[src/spq_pkg.sv]
package spq_pkg;

  // Default number of entries held by the queue.
  localparam int unsigned DEFAULT_CAPACITY = 16;

  // Width of the fill field on the result.
  localparam int unsigned FILL_W = 5;

  typedef enum logic [0:0] {
    OP_PUSH = 1'b0,
    OP_POP  = 1'b1
  } op_t;

  typedef enum logic [1:0] {
    ST_PUSHED = 2'd0,
    ST_POPPED = 2'd1,
    ST_EMPTY  = 2'd2,
    ST_FULL   = 2'd3
  } status_t;

  // Input transaction.
  typedef struct packed {
    op_t                op;
    logic signed [31:0] key;
    logic        [31:0] tag;
  } req_t;

  // Result transaction.
  typedef struct packed {
    logic [31:0]       out_tag;
    status_t           status;
    logic [FILL_W-1:0] fill;
  } rsp_t;

  // One held entry.
  typedef struct packed {
    logic signed [31:0] key;
    logic        [31:0] tag;
  } entry_t;

  // Command broadcast to every cell of the chain.
  typedef struct packed {
    logic   push;
    logic   pop;
    entry_t item;
  } cell_ctl_t;

endpackage

[src/spq_cell.sv]
module spq_cell (
  input  logic               clk,
  input  spq_pkg::cell_ctl_t ctl,
  input  logic               occupied,
  input  logic               left_ins,
  input  spq_pkg::entry_t    left_entry,
  input  spq_pkg::entry_t    right_entry,
  output spq_pkg::entry_t    entry,
  output logic               ins
);
  import spq_pkg::*;

  // The new key belongs at or before this cell when the cell is empty or
  // its key is not smaller than the new one. Across the chain this flag is
  // monotone, so the first cell raising it is the insertion point.
  assign ins = !occupied || !(entry.key < ctl.item.key);

  // A push shifts entries at and after the insertion point one cell to the
  // right; a pop shifts every entry one cell to the left.
  always_ff @(posedge clk) begin
    if (ctl.push) begin
      if (left_ins) begin
        entry <= left_entry;
      end else if (ins) begin
        entry <= ctl.item;
      end
    end else if (ctl.pop) begin
      entry <= right_entry;
    end
  end

endmodule

[src/sorted_priority_queue_core.sv]
// rsp is registered; a result shows the cycle after its request is accepted.
// Throughput: one push or pop per cycle unless req_stall; each cell compares
// its own key with the incoming key and shifts in the same cycle.
// req_stall is raised only while a result waits on a stalled rsp.
// Reset (rst, synchronous, active high) empties the queue and drops rsp_valid.
module sorted_priority_queue_core #(
  parameter int unsigned CAPACITY = spq_pkg::DEFAULT_CAPACITY
) (
  input  logic          clk,
  input  logic          rst,
  input  logic          req_valid,
  output logic          req_stall,
  input  spq_pkg::req_t req,
  output logic          rsp_valid,
  input  logic          rsp_stall,
  output spq_pkg::rsp_t rsp
);
  import spq_pkg::*;

  localparam int unsigned CNT_W = $clog2(CAPACITY + 1);

  logic             accept;
  logic [CNT_W-1:0] count;
  logic [CNT_W-1:0] count_next;
  logic             is_full;
  logic             is_empty;
  cell_ctl_t        ctl;
  entry_t           cell_entry [CAPACITY];
  logic             cell_ins   [CAPACITY];
  rsp_t             rsp_next;

  // A new transaction is taken unless a finished result is held up.
  assign req_stall = rsp_valid && rsp_stall;
  assign accept    = req_valid && !req_stall;

  assign is_full  = (count == CNT_W'(CAPACITY));
  assign is_empty = (count == '0);

  // Command to the chain; dropped pushes and empty pops leave it untouched.
  always_comb begin
    ctl.push = accept && (req.op == OP_PUSH) && !is_full;
    ctl.pop  = accept && (req.op == OP_POP) && !is_empty;
    ctl.item = '{key: req.key, tag: req.tag};
  end

  // Row of cells, head at index zero.
  for (genvar i = 0; i < CAPACITY; i++) begin : g_cell
    logic   left_ins;
    entry_t left_entry;
    entry_t right_entry;

    if (i == 0) begin : g_head
      assign left_ins   = 1'b0;
      assign left_entry = ctl.item;
    end else begin : g_body
      assign left_ins   = cell_ins[i-1];
      assign left_entry = cell_entry[i-1];
    end

    if (i == CAPACITY - 1) begin : g_tail
      assign right_entry = cell_entry[i];
    end else begin : g_inner
      assign right_entry = cell_entry[i+1];
    end

    spq_cell u_cell (
      .clk         (clk),
      .ctl         (ctl),
      .occupied    (CNT_W'(i) < count),
      .left_ins    (left_ins),
      .left_entry  (left_entry),
      .right_entry (right_entry),
      .entry       (cell_entry[i]),
      .ins         (cell_ins[i])
    );
  end

  // Entry count and the result of the current transaction.
  always_comb begin
    count_next       = count;
    rsp_next.out_tag = '0;
    rsp_next.status  = ST_PUSHED;
    if (req.op == OP_PUSH) begin
      if (is_full) begin
        rsp_next.status = ST_FULL;
      end else begin
        count_next = count + CNT_W'(1);
      end
    end else begin
      if (is_empty) begin
        rsp_next.status = ST_EMPTY;
      end else begin
        count_next       = count - CNT_W'(1);
        rsp_next.out_tag = cell_entry[0].tag;
        rsp_next.status  = ST_POPPED;
      end
    end
    rsp_next.fill = FILL_W'(count_next);
  end

  always_ff @(posedge clk) begin
    if (rst) begin
      count <= '0;
    end else if (accept) begin
      count <= count_next;
    end
  end

  // Output register.
  always_ff @(posedge clk) begin
    if (rst) begin
      rsp_valid <= 1'b0;
    end else if (accept) begin
      rsp_valid <= 1'b1;
    end else if (!rsp_stall) begin
      rsp_valid <= 1'b0;
    end
  end

  always_ff @(posedge clk) begin
    if (accept) begin
      rsp <= rsp_next;
    end
  end

endmodule

[config.mk]
export PLATFORM = sky130hd
export DESIGN_NAME = sorted_priority_queue_core
export DESIGN_NICKNAME = d
export VERILOG_FILES = /design/src/spq_pkg.sv /design/src/spq_cell.sv /design/src/sorted_priority_queue_core.sv
export SDC_FILE = /design/constraint.sdc
export NUM_CORES = 2
export LEC_CHECK = 0
export BUFFER_PORTS_ARGS = -buffer_cell sky130_fd_sc_hd__buf_2
export CORE_AREA = 2 2 332 416
export CTS_CLUSTER_DIAMETER = 150
export DETAILED_ROUTE_END_ITERATION = 10
export DIE_AREA = 0 0 334 418
export PLACE_DENSITY = 0.71
export SETUP_SLACK_MARGIN = 0.4
export SYNTH_ARGS = -nofsm -noshare
export SYNTH_HDL_FRONTEND = slang
export SYNTH_SLANG_ARGS = --single-unit
[constraint.sdc]
create_clock -name clk -period 13.1 [get_ports clk]
set_input_delay 2.62 -clock clk [delete_from_list [all_inputs] [get_ports clk]]
set_output_delay 2.62 -clock clk [all_outputs]
set_load 0.01 [all_outputs]
Word level (Yosys, flattened, before mapping)
Cells that the tools add are included.

word-level totals
  register bits after elaboration = 1,069
  output and inout bits = 41
  word-level logic and storage cells = 235

operators by class
  $add $sub $neg = 2
  order comparisons = 32
  equality and inequality tests = 17
  mux-type cells = 69
  bitwise operators = 1
  reduce and logical (&&, ||, !) cells = 77

operators by type and width
  cell                 count
  $mux 64              61
  $lt 32x32->1         16
  $ne 3x1->1 const B   14
  $lt 4x5->1 const A   8
  $logic_not 1->1      35
  $reduce_and 2->1     16
  $lt 3x5->1 const A   4
  $logic_or 1x1->1     16
  $mux 5               3
  $lt 1x5->1 const A   2
  $lt 2x5->1 const A   2
  $logic_and 1x1->1    6
  $mux 2               3
  $add 5x1->5 const B  1
  $eq 5x5->1 const B   1
  $logic_not 5->1      1
  $sub 5x1->5 const B  1
  $ne 2x1->1 const B   2
  $reduce_bool 2->1    2
  $mux 1               2
  $reduce_or 2->1      1
  $not 1->1            1

Longest topological paths before layout
  depth in word-level cells = 7
  depth in mapped cells = 13

By module
Synthesis repeated with hierarchy kept, for this count alone.

unflattened totals
  cell total of the unflattened synthesis = 6,532
  area, all modules = 66,896.7 µm²

by module, submodules not included
  module                           times used  cells each  area an instance (µm²)  seq. area each (µm²)
  spq_cell (g_cell[0].u_cell ...)  13          397         4,042.6                 1,921.8
  spq_cell (g_cell[7].u_cell ...)  3           395         4,056.4                 1,921.8
  sorted_priority_queue_core       1           186         2,173.3                 1,291.2

Worst setup path before layout
No wires, ideal clock.

  kind = input port to flip-flop
  from = in rsp_stall
  to = reg g_cell[15].u_cell.entry[0] in the netlist's numbering, enable pin
  setup time = 524 ps
  arrival time = 8,612 ps
  required time = 12,576 ps
  path slack = 3,964 ps
  cell stages on the path = 9
  cell sequence = and2_1 nor2b_1 clkbuf_1 nand2_1 buf_2 clkbuf_1 clkbuf_1 clkbuf_1 a31oi_1

on the way
  word-level cells in the longest chain between the ends = 6

RTL lines
  what                             RTL line                          text
  start: declaration               sorted_priority_queue_core.sv:15  input logic rsp_stall,
  $logic_and 1x1->1                sorted_priority_queue_core.sv:33  assign req_stall = rsp_valid && rsp_stall;
  $logic_not 1->1                  sorted_priority_queue_core.sv:34  assign accept = req_valid && !req_stall;
  $logic_and 1x1->1                sorted_priority_queue_core.sv:34
  net accept                       sorted_priority_queue_core.sv:22  logic accept;
  $logic_and 1x1->1 (2 in series)  sorted_priority_queue_core.sv:41  ctl.push = accept && (req.op == OP_PUSH) && !is_full;
  $reduce_and 2->1 (no line)       --
  end signal: assignment           spq_cell.sv:23                    entry <= left_entry;
  end signal: assignment           spq_cell.sv:25                    entry <= ctl.item;
  end signal: assignment           spq_cell.sv:28                    entry <= right_entry;
  end: declaration                 spq_cell.sv:8                     output spq_pkg::entry_t entry,

The timed path passes the listed nets, and every way through them passes these cells.
A chain may end at the register's enable or synchronous reset.

Worst setup path in the final report
  from = in req[63] in the netlist's numbering
  to = reg g_cell[3].u_cell.entry[26] in the netlist's numbering, enable pin

on the way
  word-level cells in the longest chain between the ends = 5
  elaborated cells on any way between the ends = 8

RTL lines
  what                          RTL line                          text
  start: declaration            sorted_priority_queue_core.sv:13  input spq_pkg::req_t req,
  $lt 32x32->1                  spq_cell.sv:16                    assign ins = !occupied || !(entry.key < ctl.item.key);
  $logic_not 1->1               spq_cell.sv:16
  $logic_or 1x1->1              spq_cell.sv:16
  $ne 3x1->1 (no line) *        --
  $reduce_and 2->1 (no line) *  --
  end signal: assignment        spq_cell.sv:23
  end signal: assignment        spq_cell.sv:25
  end signal: assignment        spq_cell.sv:28
  end: declaration              spq_cell.sv:8

Mark *: on every way between the ends. The rest lies on a longest branch, timed or not.

==> impl_table.tex <==
\begin{tabular}{lr}
\hline
Metric & Value \\
\hline
\multicolumn{2}{l}{\textbf{Timing}} \\
Unrepaired setup endpoints after global routing & false \\
F\_max & roughly 130 MHz \\
Actual transition at the worst max-transition pin & around 1.4 ns \\
Total count of hold-check failures in the final report & 0 \\
Slew HR & under 10\% \\
Minimum clock period & around 8 ns \\
Aggregate negative setup slack & 0 ns \\
Final-report setup violation count & 0 \\
Fraction of the cycle the final worst path needs & between 50\% and 60\% \\
Final count of pins violating max slew & 0 \\
Worst Clk Skew & between 0.05 and 0.06 ns \\
Post-Route Hold Slack & 0.550 ns \\
\multicolumn{2}{l}{\textbf{Final layout}} \\
Area growth, synth to finish & 7.98\% \\
\# nets final & 6,690 \\
Fraction of final layout cells with drive strength greater than 1 & under 10\% \\
\multicolumn{2}{l}{\textbf{Clocking}} \\
Hold buffers post-CTS & 0 \\
CTS tree & yes \\
CTS resizes & 0 \\
Inserted Clock Buffers & 110 \\
Buffer levels on the longest clock path & 3 \\
CTS Root Cell & sky130\_fd\_sc\_hd\_\_clkbuf\_16 \\
Number of clock sinks & 1,069 \\
Clock latency at the later pin of the worst-skew pair & between 0.7 and 0.8 ns \\
Maximum level of the CTS H-tree & 3 \\
Clock slew seen by the registers of the worst setup and hold paths & $\sim$0.070 ns \\
Post-CTS setup buffers & 0 \\
\multicolumn{2}{l}{\textbf{Synth}} \\
Mux contribution to synthesized area & 14.0\% \\
Number of nets produced by synthesis & between 6,000 and 7,000 \\
Share of the synthesized area in compound gates (AO/OA/AOI/OAI) & 15.5\% \\
Count of warnings emitted by yosys & 0 \\
Number of enable-type register cells in the synthesized netlist & approximately 1,100 \\
Post-synthesis instance area & just under 70,000 µm² \\
Async S/R FF share, synth & 0\% \\
Share of the yosys chip area belonging to registers & around 48\% \\
Post-synthesis average cell area & 10.6 µm² \\
Cells after synthesis & about 6,300 \\
Synth top area cells & sky130\_fd\_sc\_hd\_\_edfxtp\_1 (47\%), sky130\_fd\_sc\_hd\_\_mux2i\_1 (12\%), sky130\_fd\_sc\_hd\_\_ha\_1 (9.3\%), sky130\_fd\_sc\_hd\_\_a21oi\_1 (4.2\%), sky130\_fd\_sc\_hd\_\_nand2\_1 (4.1\%) \\
Yosys cell types & between 80 and 90 \\
Main combinational cell family by area after synthesis & compound AO/OA/AOI/OAI gates \\
Dominant cell by count in the synthesized netlist & sky130\_fd\_sc\_hd\_\_edfxtp\_1 \\
Share of the synthesized netlist area taken by xor and xnor gates & less than 1\% \\
Flip-flop and latch count after synthesis & $\sim$1,100 \\
Simple logic cell fraction of the synthesized area & 10.0\% \\
Synthesized-area fraction occupied by adder cells & 9.26\% \\
Top post-synthesis cells by count & sky130\_fd\_sc\_hd\_\_edfxtp\_1 (1,063), sky130\_fd\_sc\_hd\_\_mux2i\_1 (831), sky130\_fd\_sc\_hd\_\_nand2\_1 (730), sky130\_fd\_sc\_hd\_\_a21oi\_1 (562), sky130\_fd\_sc\_hd\_\_ha\_1 (499) \\
Top-area cell type share of the netlist area & approximately 47\% \\
Cell type with the highest aggregate area in the netlist & sky130\_fd\_sc\_hd\_\_edfxtp\_1 \\
Most common flop cell mapped by yosys & sky130\_fd\_sc\_hd\_\_edfxtp\_1 \\
\multicolumn{2}{l}{\textbf{Drt}} \\
Via count & around 54,000 \\
Detailed-route wire length per cell & just under 30 µm \\
Initial DRC Count & between 6,000 and 7,000 \\
Post-detailed-route via-to-cell ratio & 6.82 \\
Iteration count of the initial detailed-routing pass & 6 \\
Antenna-violating nets left & 0 \\
Routed wire length & 235,000 µm \\
Remaining design rule violation count & 0 \\
\multicolumn{2}{l}{\textbf{Die}} \\
Die Height & 418 µm \\
Initial Utilization & roughly half \\
Die Outline Area & between 100,000 and 150,000 µm² \\
Core region area & between 100,000 and 150,000 µm² \\
Boundary Pins & 110 \\
Number of rows in the core area & 151 \\
Width of the chip & between 300 and 400 µm \\
\multicolumn{2}{l}{\textbf{Outcome}} \\
Result of the run & completed \\
\multicolumn{2}{l}{\textbf{Power and ir drop}} \\
Power density over cell area & 132 nW/µm² \\
Leakage power & roughly 29 nW \\
Worst ir drop on vdd & $\sim$110 µV \\
\multicolumn{2}{l}{\textbf{Global routing}} \\
Vias in the first global route & around 53,000 \\
Met2 Use GR & between 50 and 60\% \\
Global route total overflow & 0 \\
Antenna violations before repair & 14 \\
Layer with the highest usage & met2 \\
Global-route met1 utilization & slightly above 40\% \\
Wire length of the first global-routing pass & 344,000 µm \\
Met3 track demand over resource in global routing & under 10\% \\
Pin count of the biggest net entering global routing & 208 \\
Overall Global Routing Usage & roughly a third \\
\multicolumn{2}{l}{\textbf{Setup path}} \\
Worst setup EP type & flip-flop \\
Startpoint types & input pin \\
Crit path max fanout & 59 \\
Required time reported for the critical path endpoint & 13.48 ns \\
Data arrival time at the worst-slack endpoint & 8.21 ns \\
Crit Path Class & input pin to flip-flop \\
\multicolumn{2}{l}{\textbf{Min path}} \\
Type of the most critical hold path & flip-flop to flip-flop \\
\multicolumn{2}{l}{\textbf{Placed design}} \\
Final weighted congestion of routability-driven global placement & roughly 1 \\
Sum of net half-perimeters after detailed placement & 146,000 µm \\
Number of port buffers & roughly 110 \\
\multicolumn{2}{l}{\textbf{Job}} \\
Maximum capacitance violations & 0 \\
\hline
\end{tabular}
[stage by stage]
stage	setup WS (ns)	std cells	instance area [µm²]	util, %	power (mW)
finish	5.27	7980	72800	53.8	9.65
global route	5.35	7976	72800	53.8	9.92
CTS	5.49	7968	72800	53.8	9.59
detailed placement	4.69	7769	69200	51.2	6.36
global placement	4.79	7769	69200	51.2	6.31
floorplan	3.96	6345	67500	-	5.66
[cell type report]
type                    count  area, µm²
clock buffers             122       2800
flip-flops and latches   1069      32000
repair buffers            214       1400
multi-input cells        4681      33400
diodes                     12       30.0
fillers                 11659      62400
inverters                  46        173
well taps                1759       2200
clock inverters            77        801
[cell families after synthesis]
logic type,after synthesis
flops,1069
buf+inv,595
compound gates,1677
xor+xnor,4
mux,930
fa+ha+maj,499
simple gates,1571
[path summary, 6_finish.rpt]
path | slack (ns) | startpoint | to | depth (start not counted)
setup / recovery | 5.27 | req[63] | g_cell[3].u_cell.entry[26] | 11
hold / removal | 0.55 | g_cell[14].u_cell.entry[31] | g_cell[15].u_cell.entry[31] | 1
setup reg to reg | 7.57 | count[0] | g_cell[2].u_cell.entry[39] | 12
hold reg to reg | 0.55 | g_cell[14].u_cell.entry[31] | g_cell[15].u_cell.entry[31] | 1
[critical path, stage by stage]
cell and delay [ns]:
sky130_fd_sc_hd__buf_2 0.31, sky130_fd_sc_hd__inv_1 0.49, sky130_fd_sc_hd__ha_1 0.55, sky130_fd_sc_hd__and3_1 0.22, sky130_fd_sc_hd__nand4_1 0.37, sky130_fd_sc_hd__or4_1 0.72
sky130_fd_sc_hd__a211oi_1 0.88, sky130_fd_sc_hd__a211oi_4 0.10, sky130_fd_sc_hd__buf_4 0.46, sky130_fd_sc_hd__a21oi_4 0.43, sky130_fd_sc_hd__buf_4 0.96
[where the power goes]
group / total [mW] / internal (mW) / switching [mW]
clock: 3.28 / 1.80 / 1.48
sequential: 4.39 / 4.16 / 0.234
combinational: 1.98 / 0.662 / 1.31
[placed cells by master (no fill, tap or decap), drive strengths merged, types with 13 or more instances in the layout]
| cell type | instances |
|---|---|
| edfxtp | 1063 |
| o211ai | 79 |
| a31oi | 83 |
| o22ai | 197 |
| ha | 499 |
| mux2i | 831 |
| nor3 | 23 |
| nand2b | 80 |
| nor2b | 17 |
| o221a | 127 |
| nand2 | 731 |
| nand4 | 62 |
| and2 | 43 |
| o21ai | 400 |
| clkinv | 59 |
| a211oi | 32 |
| bufinv | 13 |
| inv | 50 |
| nand3 | 118 |
| mux2 | 99 |
| a21o | 105 |
| a21oi | 562 |
| buf | 214 |
| nor2 | 450 |
| clkbuf | 122 |
[state kept, by name (all words and copies together) (netlist names)]
| register | flops |
|---|---|
| rsp | 39 |
| g_cell.u_cell.entry | 1024 |
| count | 5 |
| rsp_valid | 1 |
[per-layer routing]
layer  share of wire, %  up-vias
met5              0.011        -
met4                7.6        4
met3                9.7      921
met2                 46     3460
met1                 37    26472
li1                   -    23547
Note: power is estimated with default switching activity, not from simulation.
